**src/sv/etc1td_pkg.sv**
```systemverilog
package etc1td_pkg;

    localparam int ADDR_W = 3;

    // Register word index (paddr[2]) of the alpha enable register.
    localparam logic REG_ALPHA_EN = 1'b0;

    typedef struct packed {
        logic ld2;
        logic ld3;
    } pipe_ctl_t;

    // Modifier magnitude by table index and per-texel sub-index bit.
    function automatic logic [7:0] mod_mag(input logic [2:0] tidx, input logic sub);
        logic [7:0] lo;
        logic [7:0] hi;
        begin
            case (tidx)
                3'd0: begin lo = 8'd2;  hi = 8'd8;   end
                3'd1: begin lo = 8'd5;  hi = 8'd17;  end
                3'd2: begin lo = 8'd9;  hi = 8'd29;  end
                3'd3: begin lo = 8'd13; hi = 8'd42;  end
                3'd4: begin lo = 8'd18; hi = 8'd60;  end
                3'd5: begin lo = 8'd24; hi = 8'd80;  end
                3'd6: begin lo = 8'd33; hi = 8'd106; end
                default: begin lo = 8'd47; hi = 8'd183; end
            endcase
            mod_mag = sub ? hi : lo;
        end
    endfunction

    function automatic logic [7:0] expand4(input logic [3:0] v);
        expand4 = {v, v};
    endfunction

    function automatic logic [7:0] expand5(input logic [4:0] v);
        expand5 = {v, v[4:2]};
    endfunction

endpackage

```
**src/sv/etc1td_chan.sv**
```systemverilog
module etc1td_chan (
    input  logic                  aclk,
    input  etc1td_pkg::pipe_ctl_t ctl,
    input  logic                  diff,
    input  logic                  second,
    input  logic [7:0]            field,
    input  logic signed [8:0]     modifier,
    output logic [7:0]            chan
);
    import etc1td_pkg::*;

    logic [4:0]        diff_base;
    logic [7:0]        exp_next;
    logic [7:0]        exp_reg;
    logic signed [9:0] sum;
    logic [7:0]        clamp_next;
    logic [7:0]        chan_reg;

    // Differential second sub-block: base plus signed delta, wrapped to 5 bits.
    assign diff_base = second ? (field[7:3] + {{2{field[2]}}, field[2:0]}) : field[7:3];

    always_comb begin
        if (diff) begin
            exp_next = expand5(diff_base);
        end else begin
            exp_next = expand4(second ? field[3:0] : field[7:4]);
        end
    end

    assign sum = $signed({2'b00, exp_reg}) + {modifier[8], modifier};

    always_comb begin
        if (sum[9]) begin
            clamp_next = 8'd0;
        end else if (sum[8]) begin
            clamp_next = 8'hFF;
        end else begin
            clamp_next = sum[7:0];
        end
    end

    always_ff @(posedge aclk) begin
        if (ctl.ld2) begin
            exp_reg <= exp_next;
        end
        if (ctl.ld3) begin
            chan_reg <= clamp_next;
        end
    end

    assign chan = chan_reg;

endmodule

```
**src/sv/etc1_texel_decoder_top.sv**
```systemverilog
// ETC1 texel decoder with optional 4-bit alpha.
// Input channel (s_*): one 64-bit ETC1 color block, a 64-bit word of sixteen
// alpha nibbles and a texel column/row. Result channel (m_*): that texel's
// 8-bit red, green, blue and alpha.
// Three register stages: texel select and field decode, base expansion and
// modifier lookup, then modifier add with clamp into the output register.
// Throughput is one texel per clock while the receiver keeps m_ready high;
// texels are independent.
// When the receiver holds m_ready low, stages fill from the output back; a
// stage takes new data only when it is empty or moving on, so nothing is lost
// or repeated. s_ready drops only once all three stages hold a texel.
// APB register 0 (byte address 0): bit 0 alpha_enable; 0 gives alpha 255.
// Write it only while no texel is in flight.
// Reset (aresetn low, synchronous) empties the pipeline and clears
// alpha_enable.
module etc1_texel_decoder_top (
    input  logic                          aclk,
    input  logic                          aresetn,
    input  logic                          psel,
    input  logic                          penable,
    input  logic                          pwrite,
    input  logic [etc1td_pkg::ADDR_W-1:0] paddr,
    input  logic [31:0]                   pwdata,
    output logic [31:0]                   prdata,
    output logic                          pready,
    input  logic                          s_valid,
    output logic                          s_ready,
    input  logic [63:0]                   s_color_block,
    input  logic [63:0]                   s_alpha_block,
    input  logic [1:0]                    s_texel_col,
    input  logic [1:0]                    s_texel_row,
    output logic                          m_valid,
    input  logic                          m_ready,
    output logic [7:0]                    m_red,
    output logic [7:0]                    m_green,
    output logic [7:0]                    m_blue,
    output logic [7:0]                    m_alpha
);
    import etc1td_pkg::*;

    logic alpha_en_reg;

    logic v1_reg, v2_reg, v3_reg;
    logic v1_next, v2_next, v3_next;
    logic adv1, adv2, adv3;
    pipe_ctl_t ctl;

    // Stage 1 decode
    logic [3:0]  texel;
    logic        second;
    logic [3:0]  nib;

    logic        diff1_reg;
    logic        second1_reg;
    logic [23:0] bases1_reg;
    logic [2:0]  tidx1_reg;
    logic        sub1_reg;
    logic        neg1_reg;
    logic [7:0]  alpha1_reg;

    // Stage 2
    logic signed [8:0] mod2_reg;
    logic [7:0]        alpha2_reg;
    logic [7:0]        mag;
    logic [7:0]        alpha3_reg;

    // Configuration port
    assign pready = 1'b1;
    assign prdata = (paddr[2] == REG_ALPHA_EN) ? {31'd0, alpha_en_reg} : 32'd0;

    always_ff @(posedge aclk) begin
        if (!aresetn) begin
            alpha_en_reg <= 1'b0;
        end else if (psel && penable && pwrite && (paddr[2] == REG_ALPHA_EN)) begin
            alpha_en_reg <= pwdata[0];
        end
    end

    // Pipeline flow control
    assign adv3 = !v3_reg || m_ready;
    assign adv2 = !v2_reg || adv3;
    assign adv1 = !v1_reg || adv2;
    assign s_ready = adv1;
    assign ctl.ld2 = adv2 && v1_reg;
    assign ctl.ld3 = adv3 && v2_reg;

    always_comb begin
        v1_next = adv1 ? s_valid : v1_reg;
        v2_next = adv2 ? v1_reg : v2_reg;
        v3_next = adv3 ? v2_reg : v3_reg;
    end

    always_ff @(posedge aclk) begin
        if (!aresetn) begin
            v1_reg <= 1'b0;
            v2_reg <= 1'b0;
            v3_reg <= 1'b0;
        end else begin
            v1_reg <= v1_next;
            v2_reg <= v2_next;
            v3_reg <= v3_next;
        end
    end

    // Stage 1: pick the texel's bits out of the block
    assign texel  = {s_texel_col, s_texel_row};
    assign second = s_color_block[32] ? s_texel_row[1] : s_texel_col[1];
    assign nib    = s_alpha_block[{texel, 2'b00} +: 4];

    always_ff @(posedge aclk) begin
        if (adv1 && s_valid) begin
            diff1_reg   <= s_color_block[33];
            second1_reg <= second;
            bases1_reg  <= s_color_block[63:40];
            tidx1_reg   <= second ? s_color_block[36:34] : s_color_block[39:37];
            sub1_reg    <= s_color_block[{2'b00, texel}];
            // negation flags sit at bit 16 + texel
            neg1_reg    <= s_color_block[{2'b01, texel}];
            alpha1_reg  <= alpha_en_reg ? {nib, nib} : 8'hFF;
        end
    end

    // Stage 2: modifier lookup (channel expansion lives in the channel units)
    assign mag = mod_mag(tidx1_reg, sub1_reg);

    always_ff @(posedge aclk) begin
        if (ctl.ld2) begin
            mod2_reg   <= neg1_reg ? -$signed({1'b0, mag}) : $signed({1'b0, mag});
            alpha2_reg <= alpha1_reg;
        end
        if (ctl.ld3) begin
            alpha3_reg <= alpha2_reg;
        end
    end

    etc1td_chan u_red (
        .aclk     (aclk),
        .ctl      (ctl),
        .diff     (diff1_reg),
        .second   (second1_reg),
        .field    (bases1_reg[23:16]),
        .modifier (mod2_reg),
        .chan     (m_red)
    );

    etc1td_chan u_green (
        .aclk     (aclk),
        .ctl      (ctl),
        .diff     (diff1_reg),
        .second   (second1_reg),
        .field    (bases1_reg[15:8]),
        .modifier (mod2_reg),
        .chan     (m_green)
    );

    etc1td_chan u_blue (
        .aclk     (aclk),
        .ctl      (ctl),
        .diff     (diff1_reg),
        .second   (second1_reg),
        .field    (bases1_reg[7:0]),
        .modifier (mod2_reg),
        .chan     (m_blue)
    );

    assign m_alpha = alpha3_reg;
    assign m_valid = v3_reg;

`ifndef NO_ASSERTIONS
    // A new result only appears when stage 2 held a texel the cycle before.
    a_out_from_s2: assert property (@(posedge aclk) disable iff (!aresetn)
        $rose(v3_reg) |-> $past(v2_reg))
        else $error("output valid without stage 2 data");

    // Back-pressure only when every stage is occupied and the output is stalled.
    a_full_stall: assert property (@(posedge aclk) disable iff (!aresetn)
        !s_ready |-> (v1_reg && v2_reg && v3_reg && !m_ready))
        else $error("input stalled with room in the pipeline");

    // A stage-2 texel that cannot move on is kept.
    a_s2_hold: assert property (@(posedge aclk) disable iff (!aresetn)
        (v2_reg && !ctl.ld3) |=> v2_reg)
        else $error("stage 2 texel dropped");

    // A stage-1 texel is kept until stage 2 takes it.
    a_s1_hold: assert property (@(posedge aclk) disable iff (!aresetn)
        (v1_reg && !ctl.ld2) |=> v1_reg)
        else $error("stage 1 texel dropped");
`endif

endmodule
```
**config.mk**
```make
export PLATFORM = sky130hd
export DESIGN_NAME = etc1_texel_decoder_top
export DESIGN_NICKNAME = d
export VERILOG_FILES = /design/src/sv/etc1td_pkg.sv /design/src/sv/etc1td_chan.sv /design/src/sv/etc1_texel_decoder_top.sv
export SDC_FILE = /design/constraint.sdc
export NUM_CORES = 1
export LEC_CHECK = 0
export BUFFER_PORTS_ARGS = -buffer_cell sky130_fd_sc_hd__buf_2
export CORE_ASPECT_RATIO = 0.5
export CORE_MARGIN = 4
export CORE_UTILIZATION = 25
export CTS_CLUSTER_DIAMETER = 80
export DETAILED_ROUTE_END_ITERATION = 10
export PLACE_DENSITY_LB_ADDON = 0.05
export SLEW_MARGIN = 20
export SYNTH_ARGS = -nofsm -noshare
export SYNTH_HDL_FRONTEND = slang
export SYNTH_SLANG_ARGS = --single-unit
```
**constraint.sdc**
```tcl
create_clock -name aclk -period 9.8 [get_ports aclk]
set_input_delay 0.49 -clock aclk [delete_from_list [all_inputs] [get_ports aclk]]
set_output_delay 0.49 -clock aclk [all_outputs]
set_load 0.01 [all_outputs]
```
== After elaboration in Yosys (flattened, before gate mapping) ==
Cells that the tools add are included.

* Register bits: 116
* Input bits: 174
* Word-level logic and storage cells: 74

* $add $sub $neg: 7
* Order comparisons: 2
* Equality and inequality tests: 6
* Shifts and indexed selects: 1
* Multiplexer cells: 23
* Bitwise logic cells: 1
* Reductions and logical operators: 13

{| class="wikitable"
|+ Operators with widths
! cell !! number
|-
| $mux 8 || 8
|-
| $shiftx 64x7->4 || 1
|-
| $pmux 8 s7 || 1
|-
| $pmux 6 s7 || 1
|-
| $add 9x9->10 || 3
|-
| $add 5x5->5 || 3
|-
| $mux 5 || 3
|-
| $mux 4 || 3
|-
| $eq 3x3->1 const B || 3
|-
| $neg 8->9 || 1
|-
| $bmux 1 s4 || 2
|-
| $lt 4x7->1 const B || 1
|-
| $lt 5x7->1 const B || 1
|-
| $eq 3x2->1 const B || 2
|-
| $logic_and 1x1->1 || 6
|-
| $mux 1 || 4
|-
| $eq 3x1->1 const B || 1
|-
| $logic_not 1->1 || 3
|-
| $logic_not 3->1 || 1
|-
| $logic_or 1x1->1 || 3
|-
| $mux 3 || 1
|-
| $not 1->1 || 1
|}

== Logic depth before layout (Yosys ltp) ==
* Depth after elaboration: 5
* Mapped depth: 11
* Mapped depth without buffers: 10

== Modules after synthesis ==
A second synthesis with hierarchy kept.

* Cells, all modules: 674
* Area total of the unflattened synthesis: 7308.3 µm²

{| class="wikitable"
|+ By module, submodules not included
! module !! instances !! cells an instance !! area an instance (µm²) !! sequential area each (µm²)
|-
| etc1_texel_decoder_top || 1 || 265 || 3250.6 || 1641.6
|-
| etc1td_chan (u_blue ...) || 2 || 137 || 1362.6 || 480.5
|-
| etc1td_chan (u_red) || 1 || 135 || 1332.5 || 480.5
|}

== Worst setup path before layout ==
No wires, ideal clock.

* Path kind: input-to-reg
* Start point: in m_ready
* End point: reg alpha2_reg[3], enable pin
* Library setup time: 0.488 ns
* Data arrival time: 3.313 ns
* Slack: 5.999 ns
* Cell stages on the path: 2
* Path buffers: 0
* Cells stage by stage: nor2b_1 > a21boi_0

{| class="wikitable"
|+ RTL lines
! item !! RTL line !! RTL
|-
| from (decl) || etc1_texel_decoder_top.sv:33 || <nowiki>input logic m_ready,</nowiki>
|-
| to (signal assigned) || etc1_texel_decoder_top.sv:129 || <nowiki>alpha2_reg <= alpha1_reg;</nowiki>
|-
| to (decl) || etc1_texel_decoder_top.sv:63 || <nowiki>logic [7:0] alpha2_reg;</nowiki>
|}

== Worst setup path in the final report ==
* Start point: reg mod2_reg[0]
* End point: reg u_red.chan_reg[5] (netlist: u_red.chan[5]) (data pin)

* Cells in the longest elaborated chain, start to end: 2

{| class="wikitable"
|+ Ends and longest elaborated chain
! item !! RTL line !! RTL
|-
| from (decl) || etc1_texel_decoder_top.sv:62 || <nowiki>logic signed [8:0] mod2_reg;</nowiki>
|-
| from (signal assigned) || etc1_texel_decoder_top.sv:128 || <nowiki>mod2_reg <= neg1_reg ? -$signed({1'b0, mag}) : $signed({1'b0, mag});</nowiki>
|-
| $add 9x9->10 * || etc1td_chan.sv:30 || <nowiki>assign sum = $signed({2'b00, exp_reg}) + {modifier[8], modifier};</nowiki>
|-
| $mux 8 || etc1td_chan.sv:35 || <nowiki>end else if (sum[8]) begin</nowiki>
|-
| to (signal assigned) || etc1td_chan.sv:47 || <nowiki>chan_reg <= clamp_next;</nowiki>
|-
| to (decl) || etc1td_chan.sv:17 || <nowiki>logic [7:0] chan_reg;</nowiki>
|}

Mark *: on every way between the ends. The rest lies on a longest branch, timed or not.
A chain may end at the register's enable or synchronous reset.

==> summary.txt <==
Run status
  – Status: finished clean

Floorplanning
  – Top-level I/O count: 241
  – Die X: 243.6 µm
  – Die Y-Extent: between 100 and 150 µm
  – Initial core utilization: 0.2583
  – Die area: 30640 µm²
  – Site row count: 42
  – Core area: 26850 µm²

Power and ir drop
  – Post-layout power: 0.001287 W
  – Leak: about 3.4 nW
  – P per Cell Area: 153.7 nW/µm²
  – VDD IR max: 0.08026 mV

GRT
  – Initial antenna violation count: 0
  – Gr ovfl total: 0
  – Vias in the first global route: roughly 4.8k
  – Largest net degree at the start of global routing: 48
  – Global-route wire length before repair: 26980 µm
  – GRT Total Usage: 0.1132

Logic synthesis
  – Post-synth EDFFs: 100
  – Part of the Yosys area used for sequential elements: 0.4444
  – Synth Flop Type: edfxtp_1
  – Cell count after synthesis: 583
  – Ys async rst share: 0
  – Synth cell types: 50
  – Post-synthesis cell area: around 7000 µm²
  – Synth warn: 0
  – Mean Syn Cell Area: 11.90 µm²
  – Seq cells post-synth: 104

STA
  – Period Utilization, post-route: 0.2798
  – Max-slew violation count: 0
  – Fmax: 364.7 MHz
  – Setup violations, final: 0
  – Min cycle time layout: about 2.7 ns
  – Fin Clk Skew: 0.006151 ns
  – RSZ-0062 raised after global routing: no
  – Endpoints failing hold: 0
  – Slew of the pin with the lowest slew margin: between 0.7 and 0.8 ns
  – Slew HR: 0.4886
  – Setup TNS: 0 ns
  – Final WS setup: 7.058 ns

Critical path
  – Cell family with most CP delay: compound AO/OA/AOI/OAI gates
  – Slowest stage delay, CP: between 0.4 and 0.5 ns
  – Critical Path Start Type: flop
  – Worst Setup End Kind: flop
  – Max stage delay cell, worst path: edfxtp_1
  – Worst Path Max Fanout: 8
  – Worst Path Required: 9.91 ns
  – WP data arrival: 2.85 ns
  – Worst Path Class, Setup: flop to flop
  – Cell Chain, Critical Path: ha_1, fa_1, a211oi_1, o21ai_0, a31oi_1, nand2b_1, a22oi_1, nor2_1
  – CP Buf/Inv Count: 0

Finish
  – Layout cells sized above 1: 0.3150
  – ANT cells: 0
  – Final Cell Area: 8371 µm²
  – Commonest non-fill, non-tap cell in the layout: buf_2
  – # fillers: 2737
  – Max FFs per register: 24
  – Commonest non-fill, non-tap cells in the layout: buf_2 (175), edfxtp_1 (100), a21oi_1 (46), ha_1 (37), conb_1 (32)
  – Syn-to-layout area delta: 20.67%
  – Final Net Count: between 900 and 1k

Clocking
  – H-tree levels: 3
  – Max Buffers Root-to-Sink: 2
  – Clk slew on worst S/H paths: 0.07 ns
  – Hold_buf cts: 0
  – Sink Count: 104
  – Setup bufs post-CTS: 0
  – PostCTS Resize Cnt: 0
  – CTS tree: built
  – Clock latency on the worst-skew pair: 0.35 ns
  – Clk root buf: clkbuf_16
  – CTS buffer count: 9

Routing
  – Via count: 4752
  – Via/cell ratio: 4.243
  – First-pass iteration count of the detailed router: 4
  – Drt initial violations: 253
  – Drc violations: 0
  – Post-route ant nets: 0
  – Detailed Route WL: 17410 µm
  – Average wire per standard cell: 15.55 µm

Hold path
  – Worst hold path class: primary input to flop

Place
  – Port bufs: 175
  – Setup Slack @ Placement: about 7 ns
  – Final GP Congestion: ~0.73
  – HPWL after DPL: 14270 µm
  – Post-place instance area: just over 8000 µm²

Job
  – Max cap viols: 0
## layout make-up
class                   count  area, µm²  area share
clock buffers              11      232.7     0.02780
clock inverters             4      70.07    0.008371
inverters                  30      112.6     0.01345
multi-input cells         417       3491      0.4170
flip-flops and latches    104       3083      0.3683
well taps                 374      467.9     0.05590
repair buffers            180      913.4      0.1091
## cells in the mapped netlist, drive strengths merged, types with 4 or more instances
cell type,count,share of area
edfxtp,100,0.43
a21oi,46,0.033
buf,43,0.046
ha,37,0.067
mux4,35,0.12
inv,30,0.016
nor2,27,0.015
nand2,26,0.014
xnor2,26,0.033
o21ai,25,0.018
clkbuf,19,0.010
nand2b,16,0.014
nor2b,15,0.014
mux2i,14,0.020
a21o,13,0.014
o22ai,11,0.0099
a211oi,10,0.011
a31oi,10,0.0099
xor2,10,0.013
fa,6,0.017
mux2,6,0.0097
nand3,6,0.0043
o21bai,6,0.0065
a21boi,5,0.0054
nor3,5,0.0036
and3,4,0.0036
dfxtp,4,0.012
## layer usage
layer,vias up,global-route usage,share of wire
met5,-,0,0
met4,0,0.02494,0.0082
met3,7,0.03207,0.062
met2,137,0.1757,0.45
met1,2167,0.1582,0.48
li1,2441,-,-
## power breakdown
group	switching (W)	internal (W)
Clock	0.000155	0.000222
Combinational	0.000176	0.000165
Sequential	0.0000342	0.000535
Total	0.000365	0.000922
## worst reg2reg max path, stage by stage (launching register included)
cell,delay (ns)
edfxtp_1,0.46
ha_1,0.28
fa_1,0.43
a211oi_1,0.29
o21ai_0,0.16
a31oi_1,0.45
nand2b_1,0.17
a22oi_1,0.20
nor2_1,0.05
## path summary, 6_finish.rpt
| check | from | end | slack (ns) | depth (start not counted) |
|---|---|---|---|---|
| max | mod2_reg[0] | u_red.chan[5] | 7.06 | 8 |
| min | s_color_block[54] | bases1_reg[14] | 0.31 | 1 |
| max reg2reg | mod2_reg[0] | u_red.chan[5] | 7.06 | 8 |
| min reg2reg | alpha1_reg[5] | alpha2_reg[5] | 0.42 | 0 |
## through the flow
| stage | hold WS (ns) | util | cells |
|---|---|---|---|
| 4_1_cts | 0.2864 | 0.3117 | 1120 |
| 5_1_grt | 0.2836 | 0.3117 | 1120 |
| 3_5_place_dp | 0.4045 | 0.3004 | 1105 |
| 2_1_floorplan | 0.4003 | - | 613 |
| 6_report | 0.3098 | 0.3117 | 1120 |
| 3_3_place_gp | 0.4064 | 0.3004 | 1105 |
## logic make-up after synthesis
| group | count (synthesis) | synth area share |
|---|---|---|
| DFF | 104 | 0.4444 |
| adders and majority gates | 43 | 0.08405 |
| other | 2 | 0.001083 |
| and+or+nand+nor | 108 | 0.07702 |
| xor gates and xnor gates | 36 | 0.04545 |
| AOI/OAI and AO/OA | 143 | 0.1290 |
| buffers and inverters | 92 | 0.07269 |
| muxes | 55 | 0.1463 |
No activity file was read; power rests on OpenSTA's default activity.
